--- src/dec86_pkg.sv ---
// dec86_pkg: form codes, opcode table and record type for the 8086 subset decoder
`timescale 1ns / 1ps

package dec86_pkg;

    // instruction form codes, in table order
    localparam logic [5:0] K_MOV_RM       = 6'd0;
    localparam logic [5:0] K_MOV_IMM_RM   = 6'd1;
    localparam logic [5:0] K_MOV_IMM_REG  = 6'd2;
    localparam logic [5:0] K_MOV_MEM_ACC  = 6'd3;
    localparam logic [5:0] K_MOV_ACC_MEM  = 6'd4;
    localparam logic [5:0] K_ADD_RM       = 6'd5;
    localparam logic [5:0] K_ADD_IMM_RM   = 6'd6;
    localparam logic [5:0] K_ADD_IMM_ACC  = 6'd7;
    localparam logic [5:0] K_SUB_RM       = 6'd8;
    localparam logic [5:0] K_SUB_IMM_RM   = 6'd9;
    localparam logic [5:0] K_SUB_IMM_ACC  = 6'd10;
    localparam logic [5:0] K_CMP_RM       = 6'd11;
    localparam logic [5:0] K_CMP_IMM_RM   = 6'd12;
    localparam logic [5:0] K_CMP_IMM_ACC  = 6'd13;
    localparam logic [5:0] K_JUMP_BASE    = 6'd14;
    localparam logic [5:0] K_LAST         = 6'd33;
    localparam logic [5:0] FORM_GROUP     = 6'd62;
    localparam logic [5:0] FORM_NONE      = 6'd63;

    // group sub-op codes in the ModRM reg field
    localparam logic [2:0] SUB_OP_ADD = 3'd0;
    localparam logic [2:0] SUB_OP_SUB = 3'd5;
    localparam logic [2:0] SUB_OP_CMP = 3'd7;

    localparam logic [1:0] MOD_NO_DISP = 2'd0;
    localparam logic [1:0] MOD_DISP8   = 2'd1;
    localparam logic [1:0] MOD_DISP16  = 2'd2;
    localparam logic [2:0] RM_DIRECT   = 3'd6;

    localparam int NUM_JUMPS = 20;
    localparam logic [7:0] JUMP_CODES [NUM_JUMPS] = '{
        8'h74, 8'h7C, 8'h7E, 8'h72, 8'h76, 8'h7A, 8'h70, 8'h78, 8'h75, 8'h7D,
        8'h7F, 8'h73, 8'h77, 8'h7B, 8'h71, 8'h79, 8'hE2, 8'hE1, 8'hE0, 8'hE3
    };

    typedef struct packed {
        logic        invalid;
        logic [5:0]  kind;
        logic        wide;
        logic        direction;
        logic        sign_ext;
        logic [1:0]  mode;
        logic [2:0]  reg_field;
        logic [2:0]  rm_field;
        logic [15:0] displacement;
        logic [15:0] operand_value;
        logic [2:0]  length;
    } t_record;

    // first-match opcode table
    function automatic logic [5:0] classify(input logic [7:0] b);
        logic [5:0] f;
        f = FORM_NONE;
        if      ((b & 8'hFC) == 8'h88) f = K_MOV_RM;
        else if ((b & 8'hFE) == 8'hC6) f = K_MOV_IMM_RM;
        else if ((b & 8'hF0) == 8'hB0) f = K_MOV_IMM_REG;
        else if ((b & 8'hFE) == 8'hA0) f = K_MOV_MEM_ACC;
        else if ((b & 8'hFE) == 8'hA2) f = K_MOV_ACC_MEM;
        else if ((b & 8'hFC) == 8'h00) f = K_ADD_RM;
        else if ((b & 8'hFC) == 8'h80) f = FORM_GROUP;
        else if ((b & 8'hFE) == 8'h04) f = K_ADD_IMM_ACC;
        else if ((b & 8'hFC) == 8'h28) f = K_SUB_RM;
        else if ((b & 8'hFE) == 8'h2C) f = K_SUB_IMM_ACC;
        else if ((b & 8'hFC) == 8'h38) f = K_CMP_RM;
        else if ((b & 8'hFE) == 8'h3C) f = K_CMP_IMM_ACC;
        else begin
            for (int i = 0; i < NUM_JUMPS; i++) begin
                if (f == FORM_NONE && JUMP_CODES[i] == b) begin
                    f = K_JUMP_BASE + 6'(i);
                end
            end
        end
        return f;
    endfunction

    function automatic logic is_regmem(input logic [5:0] f);
        return (f == K_ADD_RM) || (f == K_MOV_RM) || (f == K_SUB_RM) || (f == K_CMP_RM);
    endfunction

    function automatic logic is_group(input logic [5:0] f);
        return (f == K_ADD_IMM_RM) || (f == K_SUB_IMM_RM) || (f == K_CMP_IMM_RM);
    endfunction

    function automatic logic has_modrm(input logic [5:0] f);
        return is_regmem(f) || is_group(f) || (f == K_MOV_IMM_RM) || (f == FORM_GROUP);
    endfunction

    function automatic logic [15:0] sext8(input logic [7:0] v);
        return {{8{v[7]}}, v};
    endfunction

endpackage

--- src/decoder_8086_subset.sv ---
// decoder_8086_subset: byte-serial decoder for a subset of 8086 instructions
`timescale 1ns / 1ps

//  channel | direction | handshake                | payload
//  --------+-----------+--------------------------+----------------------------------
//  in      | input     | i_in_valid / o_in_ready   | i_code_byte
//  out     | output    | o_out_valid / i_out_ready | o_invalid .. o_length (one record)
//
// one code word is taken per cycle while o_in_ready is high; the decode step and the state update sit
// between the state registers and the record register
// a record appears in the cycle after the word that finishes its instruction
// synchronous active-low reset returns to the opcode phase with no record held
// the input stalls only while a record is held and the output is not ready

module decoder_8086_subset (
    input  logic               i_clk,
    input  logic               i_rst_n,
    input  logic               i_in_valid,
    output logic               o_in_ready,
    input  logic [7:0]         i_code_byte,
    output logic               o_out_valid,
    input  logic               i_out_ready,
    output logic               o_invalid,
    output logic [5:0]         o_kind,
    output logic               o_wide,
    output logic               o_direction,
    output logic               o_sign_ext,
    output logic [1:0]         o_mode,
    output logic [2:0]         o_reg_field,
    output logic [2:0]         o_rm_field,
    output logic signed [15:0] o_displacement,
    output logic [15:0]        o_operand_value,
    output logic [2:0]         o_length
);

    typedef enum logic [3:0] {
        PH_OPCODE = 4'b0001,
        PH_MODRM  = 4'b0010,
        PH_DISP   = 4'b0100,
        PH_IMM    = 4'b1000
    } t_phase;

    t_phase      r_phase, n_phase;
    logic [5:0]  r_form, n_form;
    logic [7:0]  r_opcode, n_opcode;
    logic [7:0]  r_modrm, n_modrm;
    logic [15:0] r_disp, n_disp;
    logic [15:0] r_imm, n_imm;
    logic [1:0]  r_left, n_left;
    logic [2:0]  r_count, n_count;
    logic [1:0]  r_dlen, n_dlen;
    logic [1:0]  r_ilen, n_ilen;

    dec86_pkg::t_record r_rec, n_rec;
    logic               r_out_valid;

    logic       w_accept;
    logic       w_emit;
    logic       w_bad;
    logic [5:0] w_class;
    logic [5:0] w_grp_form;
    logic [1:0] w_dpos;
    logic [1:0] w_ipos;

    assign o_in_ready = !r_out_valid || i_out_ready;
    assign w_accept   = i_in_valid && o_in_ready;
    assign w_class    = dec86_pkg::classify(i_code_byte);
    assign w_dpos     = r_dlen - r_left;
    assign w_ipos     = r_ilen - r_left;

    // next state for the accepted word
    always_comb begin
        n_phase    = r_phase;
        n_form     = r_form;
        n_opcode   = r_opcode;
        n_modrm    = r_modrm;
        n_disp     = r_disp;
        n_imm      = r_imm;
        n_left     = r_left;
        n_count    = r_count + 3'd1;
        n_dlen     = r_dlen;
        n_ilen     = r_ilen;
        w_emit     = 1'b0;
        w_bad      = 1'b0;
        w_grp_form = r_form;
        unique case (r_phase)
            PH_OPCODE: begin
                n_opcode = i_code_byte;
                n_count  = 3'd1;
                n_form   = '0;
                n_modrm  = '0;
                n_disp   = '0;
                n_imm    = '0;
                n_left   = '0;
                n_dlen   = '0;
                n_ilen   = '0;
                if (w_class == dec86_pkg::FORM_NONE) begin
                    w_bad = 1'b1;
                end else begin
                    n_form = w_class;
                    if (dec86_pkg::has_modrm(w_class)) begin
                        n_phase = PH_MODRM;
                    end else begin
                        if (w_class == dec86_pkg::K_MOV_MEM_ACC ||
                            w_class == dec86_pkg::K_MOV_ACC_MEM) begin
                            n_ilen = 2'd2;
                        end else if (w_class == dec86_pkg::K_MOV_IMM_REG) begin
                            n_ilen = i_code_byte[3] ? 2'd2 : 2'd1;
                        end else if (w_class < dec86_pkg::K_JUMP_BASE) begin
                            n_ilen = i_code_byte[0] ? 2'd2 : 2'd1;
                        end else begin
                            n_ilen = 2'd1;
                        end
                        n_phase = PH_IMM;
                        n_left  = n_ilen;
                    end
                end
            end
            PH_MODRM: begin
                n_modrm = i_code_byte;
                if (r_form == dec86_pkg::FORM_GROUP) begin
                    unique case (i_code_byte[5:3])
                        dec86_pkg::SUB_OP_ADD: w_grp_form = dec86_pkg::K_ADD_IMM_RM;
                        dec86_pkg::SUB_OP_SUB: w_grp_form = dec86_pkg::K_SUB_IMM_RM;
                        dec86_pkg::SUB_OP_CMP: w_grp_form = dec86_pkg::K_CMP_IMM_RM;
                        default:               w_bad      = 1'b1;
                    endcase
                end
                if (w_bad) begin
                    n_phase = PH_OPCODE;
                end else begin
                    n_form = w_grp_form;
                    if (i_code_byte[7:6] == dec86_pkg::MOD_NO_DISP &&
                        i_code_byte[2:0] == dec86_pkg::RM_DIRECT) begin
                        n_dlen = 2'd2;
                    end else if (i_code_byte[7:6] == dec86_pkg::MOD_DISP8) begin
                        n_dlen = 2'd1;
                    end else if (i_code_byte[7:6] == dec86_pkg::MOD_DISP16) begin
                        n_dlen = 2'd2;
                    end else begin
                        n_dlen = 2'd0;
                    end
                    if (w_grp_form == dec86_pkg::K_MOV_IMM_RM) begin
                        n_ilen = r_opcode[0] ? 2'd2 : 2'd1;
                    end else if (dec86_pkg::is_group(w_grp_form)) begin
                        n_ilen = (r_opcode[0] && !r_opcode[1]) ? 2'd2 : 2'd1;
                    end else begin
                        n_ilen = 2'd0;
                    end
                    if (n_dlen != 2'd0) begin
                        n_phase = PH_DISP;
                        n_left  = n_dlen;
                    end else if (n_ilen != 2'd0) begin
                        n_phase = PH_IMM;
                        n_left  = n_ilen;
                    end else begin
                        w_emit  = 1'b1;
                        n_phase = PH_OPCODE;
                    end
                end
            end
            PH_DISP: begin
                if (w_dpos[0]) n_disp[15:8] = i_code_byte;
                else           n_disp[7:0]  = i_code_byte;
                n_left = r_left - 2'd1;
                if (n_left == 2'd0) begin
                    if (r_ilen != 2'd0) begin
                        n_phase = PH_IMM;
                        n_left  = r_ilen;
                    end else begin
                        w_emit  = 1'b1;
                        n_phase = PH_OPCODE;
                    end
                end
            end
            PH_IMM: begin
                if (w_ipos[0]) n_imm[15:8] = i_code_byte;
                else           n_imm[7:0]  = i_code_byte;
                if (r_left != 2'd0) n_left = r_left - 2'd1;
                if (n_left == 2'd0) begin
                    w_emit  = 1'b1;
                    n_phase = PH_OPCODE;
                end
            end
            default: begin
                n_phase = PH_OPCODE;
            end
        endcase
    end

    // record built from the updated state
    always_comb begin
        n_rec        = '0;
        n_rec.length = n_count;
        if (w_bad) begin
            n_rec.invalid = 1'b1;
        end else begin
            n_rec.kind = n_form;
            if (n_form == dec86_pkg::K_MOV_IMM_REG) n_rec.wide = n_opcode[3];
            else if (n_form < dec86_pkg::K_JUMP_BASE) n_rec.wide = n_opcode[0];
            if (dec86_pkg::is_regmem(n_form)) n_rec.direction = n_opcode[1];
            if (dec86_pkg::is_group(n_form))  n_rec.sign_ext  = n_opcode[1];
            if (dec86_pkg::has_modrm(n_form)) begin
                n_rec.mode      = n_modrm[7:6];
                n_rec.reg_field = n_modrm[5:3];
                n_rec.rm_field  = n_modrm[2:0];
            end else if (n_form == dec86_pkg::K_MOV_IMM_REG) begin
                n_rec.reg_field = n_opcode[2:0];
            end
            if (n_dlen == 2'd1)      n_rec.displacement = dec86_pkg::sext8(n_disp[7:0]);
            else if (n_dlen == 2'd2) n_rec.displacement = n_disp;
            if (n_ilen == 2'd1) begin
                n_rec.operand_value = (n_form == dec86_pkg::K_MOV_IMM_REG)
                                    ? {8'h00, n_imm[7:0]}
                                    : dec86_pkg::sext8(n_imm[7:0]);
            end else if (n_ilen == 2'd2) begin
                n_rec.operand_value = n_imm;
            end
        end
    end

    always_ff @(posedge i_clk) begin
        if (!i_rst_n) begin
            r_phase     <= PH_OPCODE;
            r_left      <= '0;
            r_out_valid <= 1'b0;
        end else begin
            if (w_accept) begin
                r_phase <= n_phase;
                r_left  <= n_left;
            end
            if (w_accept && (w_emit || w_bad)) begin
                r_out_valid <= 1'b1;
            end else if (i_out_ready) begin
                r_out_valid <= 1'b0;
            end
        end
    end

    always_ff @(posedge i_clk) begin
        if (w_accept) begin
            r_form   <= n_form;
            r_opcode <= n_opcode;
            r_modrm  <= n_modrm;
            r_disp   <= n_disp;
            r_imm    <= n_imm;
            r_count  <= n_count;
            r_dlen   <= n_dlen;
            r_ilen   <= n_ilen;
        end
        if (w_accept && (w_emit || w_bad)) begin
            r_rec <= n_rec;
        end
    end

    assign o_out_valid     = r_out_valid;
    assign o_invalid       = r_rec.invalid;
    assign o_kind          = r_rec.kind;
    assign o_wide          = r_rec.wide;
    assign o_direction     = r_rec.direction;
    assign o_sign_ext      = r_rec.sign_ext;
    assign o_mode          = r_rec.mode;
    assign o_reg_field     = r_rec.reg_field;
    assign o_rm_field      = r_rec.rm_field;
    assign o_displacement  = $signed(r_rec.displacement);
    assign o_operand_value = r_rec.operand_value;
    assign o_length        = r_rec.length;

    // no field bytes owed while waiting for an opcode
    a_idle_no_bytes_left: assert property (@(posedge i_clk) disable iff (!i_rst_n)
        (r_phase == PH_OPCODE) |-> (r_left == 2'd0))
        else $error("bytes still owed in opcode phase");

    // field phases always owe at least one byte
    a_field_owes_bytes: assert property (@(posedge i_clk) disable iff (!i_rst_n)
        (r_phase == PH_DISP || r_phase == PH_IMM) |-> (r_left != 2'd0))
        else $error("field phase with no bytes owed");

    // an opcode word restarts the byte count
    a_opcode_restarts_count: assert property (@(posedge i_clk) disable iff (!i_rst_n)
        (w_accept && r_phase == PH_OPCODE) |=> (r_count == 3'd1))
        else $error("byte count not restarted at opcode");

    // a good record always spans at least two words and has a kind no higher than K_LAST
    a_valid_record_length: assert property (@(posedge i_clk) disable iff (!i_rst_n)
        (r_out_valid && !r_rec.invalid) |-> (r_rec.length >= 3'd2 &&
                                             r_rec.kind <= dec86_pkg::K_LAST))
        else $error("bad length or kind on a good record");

    // an invalid record carries nothing but its length
    a_invalid_record_clear: assert property (@(posedge i_clk) disable iff (!i_rst_n)
        (r_out_valid && r_rec.invalid) |-> (r_rec.kind == 6'd0 &&
                                            r_rec.displacement == 16'd0 &&
                                            r_rec.operand_value == 16'd0))
        else $error("invalid record carries field data");

endmodule

--- config.mk ---
export PLATFORM = sky130hd
export DESIGN_NAME = decoder_8086_subset
export DESIGN_NICKNAME = d
export VERILOG_FILES = /design/src/dec86_pkg.sv /design/src/decoder_8086_subset.sv
export SDC_FILE = /design/constraint.sdc
export NUM_CORES = 1
export LEC_CHECK = 0
export BUFFER_PORTS_ARGS = -buffer_cell sky130_fd_sc_hd__buf_2
export CORE_MARGIN = 2
export CORE_UTILIZATION = 30
export CTS_BUF_LIST = sky130_fd_sc_hd__clkbuf_4 sky130_fd_sc_hd__clkbuf_8
export DETAILED_ROUTE_END_ITERATION = 7
export MAX_ROUTING_LAYER = met4
export PLACE_DENSITY_LB_ADDON = 0.2
export SYNTH_ARGS = -nofsm -noshare
export SYNTH_HDL_FRONTEND = slang
export SYNTH_SLANG_ARGS = --single-unit
export TNS_END_PERCENT = 30
--- constraint.sdc ---
create_clock -name i_clk -period 12.1 [get_ports i_clk]
set_clock_uncertainty 0.05 [all_clocks]
set_input_delay 1.21 -clock i_clk [delete_from_list [all_inputs] [get_ports i_clk]]
set_output_delay 1.21 -clock i_clk [all_outputs]
set_load 0.005 [all_outputs]
==> run metrics <==
status=finished, final reports clean; WHS Path Cells=2; commonest non-fill, non-tap cell in the layout=edfxtp_1; max-slew violations=0; startpoint types=input port; Max-Cap Viols=0; ant diodes=0; Max FO, Critical Path=45; Async S/R FF share, synth=0%; syn nets=a little under 600; clock slew at reported path FFs=70 ps; final wirelength=17400 um; Hold Buf Count CTS=0; total CTS buffers=17; HPWL Detailed=between 10000 and 15000 um; post-synthesis sequential area ratio=55.4%; commonest cells after routing, fill and taps aside=edfxtp_1 (110), buf_2 (66), nand2_1 (61); crit end category=flip-flop; Worst Hold Class=flip-flop to flip-flop; #FFs+latches synth=117; mean post-synth cell area=~11 sq um; Max VDD drop=0.0000789 V; IO Count=between 60 and 70; vias in the first global route=4763; Overall Global Routing Usage=16.7%; Setup Buffers After CTS=0; share of cells above drive strength 1=20.9%; Core Region=a little over 20000 sq um; hold_sp=r_left[1]; initial antenna violation count=0; CTS tree=done; die area=21900 sq um; WHS Endpoint=r_left[1]; Synth-to-Final Area Change=15.8%; Final Hold Vio Count=0; H-tree levels=4; DP Cell Count=roughly 870; Worst R2R End=o_operand_value[12]; r2r worst-path depth=8; Synth Flop Type=edfxtp_1; Vias=4875; First-pass DRT Iterations=5; Die Height=about 150 um; Layout Nets=638; post-synthesis cell count=565; ANT nets after route=0; Max Clk Rate=approximately 220 MHz; R2R setup slack=roughly 8500 ps; Arr. time, crit path=4570 ps; Tcrit/Tclk final=37.6%; fin cells=905; reg2reg start=r_phase[0]; largest net degree at the start of global routing=60; Max-slew headroom=27.9%; final worst slack=7550 ps; RSZ-0062 raised after global routing=false; Initial Utilization=30.6%; fin crit period=between 4000 and 5000 ps; routed length per placed instance=19.2 um; crit path kind=input port to flip-flop; Die Width=148 um; wire length of the first global-routing pass=about 27000 um; vias per cell=5.39; Worst EP required=12120 ps; Overflow after GRT=0; count of different cell masters after synthesis=80; Post-synth EDFFs=110; final setup TNS=0 ps; Yosys Warn Count=0; number of I/O port buffers=66; synthesized area=6210 sq um; CTS Sinks=117; pre-CTS WS=7070 ps; standard-cell rows=52; Clock Tree Root=clkbuf_8; CTS Buffer Depth=2; final setup violation count=0; DRT iter0 DRCs=465; actual slew at the worst max-slew pin=1070 ps; worst-skew pair later-pin latency=between 400 and 500 ps; post-CTS sizing=0; LEAKAGE=2.69 nW; DR DRC count=0; gp weighted congestion=between 0.8 and 0.9; PD cells=around 170 nW/um^2
## final cells by class
class	instances	area [sq um]
clock buffer	17	234
clock inverter	15	179
fill	2078	13100
inverter	21	83.8
multi-input combinational	393	2540
sequential	117	3440
tap	270	338
timing repair buffer	72	375
## per-stage QoR
| stage | power, mW | area, sq um | utilization [%] | hold slack, ps |
|---|---|---|---|---|
| floorplan | 0.739 | 6210 | - | 429 |
| global placement | 0.832 | 6790 | 33.4 | 455 |
| detailed placement | 0.834 | 6790 | 33.4 | 469 |
| CTS | 1.22 | 7200 | 35.5 | 477 |
| global route | 1.27 | 7200 | 35.5 | 512 |
| finish | 1.21 | 7200 | 35.5 | 484 |
## synth_stat cells, types with 4 or more instances
| cell type | n | area, sq um |
|---|---|---|
| a31oi_1 | 7 | 43.8 |
| nor3_1 | 13 | 65.1 |
| buf_4 | 5 | 37.5 |
| buf_2 | 7 | 35.0 |
| a211oi_1 | 6 | 45.0 |
| nand2_1 | 61 | 229 |
| a22o_1 | 26 | 228 |
| o21a_1 | 7 | 52.6 |
| edfxtp_1 | 110 | 3300 |
| o21ai_1 | 11 | 55.1 |
| a22oi_1 | 12 | 90.1 |
| xnor2_1 | 4 | 35.0 |
| and3_1 | 12 | 75.1 |
| nor3b_1 | 7 | 52.6 |
| nor2b_1 | 9 | 56.3 |
| nand4_1 | 4 | 25.0 |
| clkbuf_1 | 17 | 63.8 |
| nand3_1 | 19 | 95.1 |
| nor2_1 | 33 | 124 |
| o31ai_1 | 5 | 37.5 |
| ha_1 | 4 | 50.1 |
| inv_1 | 20 | 75.1 |
| dfxtp_1 | 7 | 140 |
| o211ai_1 | 7 | 52.6 |
| or3_1 | 8 | 50.1 |
| and2_1 | 10 | 62.6 |
| a21oi_1 | 25 | 125 |
| o21ai_0 | 18 | 90.1 |
## worst max path at each step
stage | start | to | cells past startpoint
after floorplan | i_code_byte[6] | o_direction | 9
after global placement | i_code_byte[2] | o_reg_field[2] | 9
after detailed placement | i_code_byte[3] | o_kind[0] | 9
after CTS | i_code_byte[3] | o_kind[0] | 9
after global routing | i_code_byte[2] | o_kind[4] | 9
final | i_code_byte[2] | o_kind[4] | 9
## power breakdown
part	switching [mW]	total, mW	leakage (nW)	internal (mW)
clock	0.176	0.381	0.202	0.205
sequential	0.0242	0.543	1.14	0.519
combinational	0.187	0.284	1.34	0.0968
total	0.388	1.21	2.69	0.820
## layer usage
layer,vias up,wire (um),GRT usage [%]
met2,198,7660,24.4
li1,2299,-,-
met4,0,248,4.86
met5,-,0,-
met3,22,1050,3.61
met1,2356,8440,23.4
## logic make-up after synthesis
family | after synthesis | synth area share [%]
simple gates | 213 | 18.5
flops | 117 | 55.4
compound gates | 166 | 19.7
mux | 3 | 0.503
fa+ha+maj | 4 | 0.806
xor+xnor | 7 | 0.987
buf+inv | 55 | 4.11
## registers in the layout (all words and copies together), names as in the netlist
| register | count |
|---|---|
| o_displacement | 16 |
| o_operand_value | 16 |
| r_disp | 16 |
| r_imm | 16 |
| r_modrm | 8 |
| o_kind | 6 |
| r_form | 6 |
| r_opcode | 4 |
| r_phase | 4 |
| o_length | 3 |
| o_reg_field | 3 |
| o_rm_field | 3 |
| r_count | 3 |
| o_mode | 2 |
| r_dlen | 2 |
| r_ilen | 2 |
| r_left | 2 |
| o_direction | 1 |
| o_invalid | 1 |
| o_out_valid | 1 |
| o_sign_ext | 1 |
| o_wide | 1 |
## worst max-delay path: stages
cell and delay (ps):
buf_2 430, nor3_1 150, nand3_1 260, o21bai_1 180, nor3_1 600, nand3_1 300
o21a_1 430, a31oi_4 390, buf_4 550
Power figures use the tool's default switching activity.
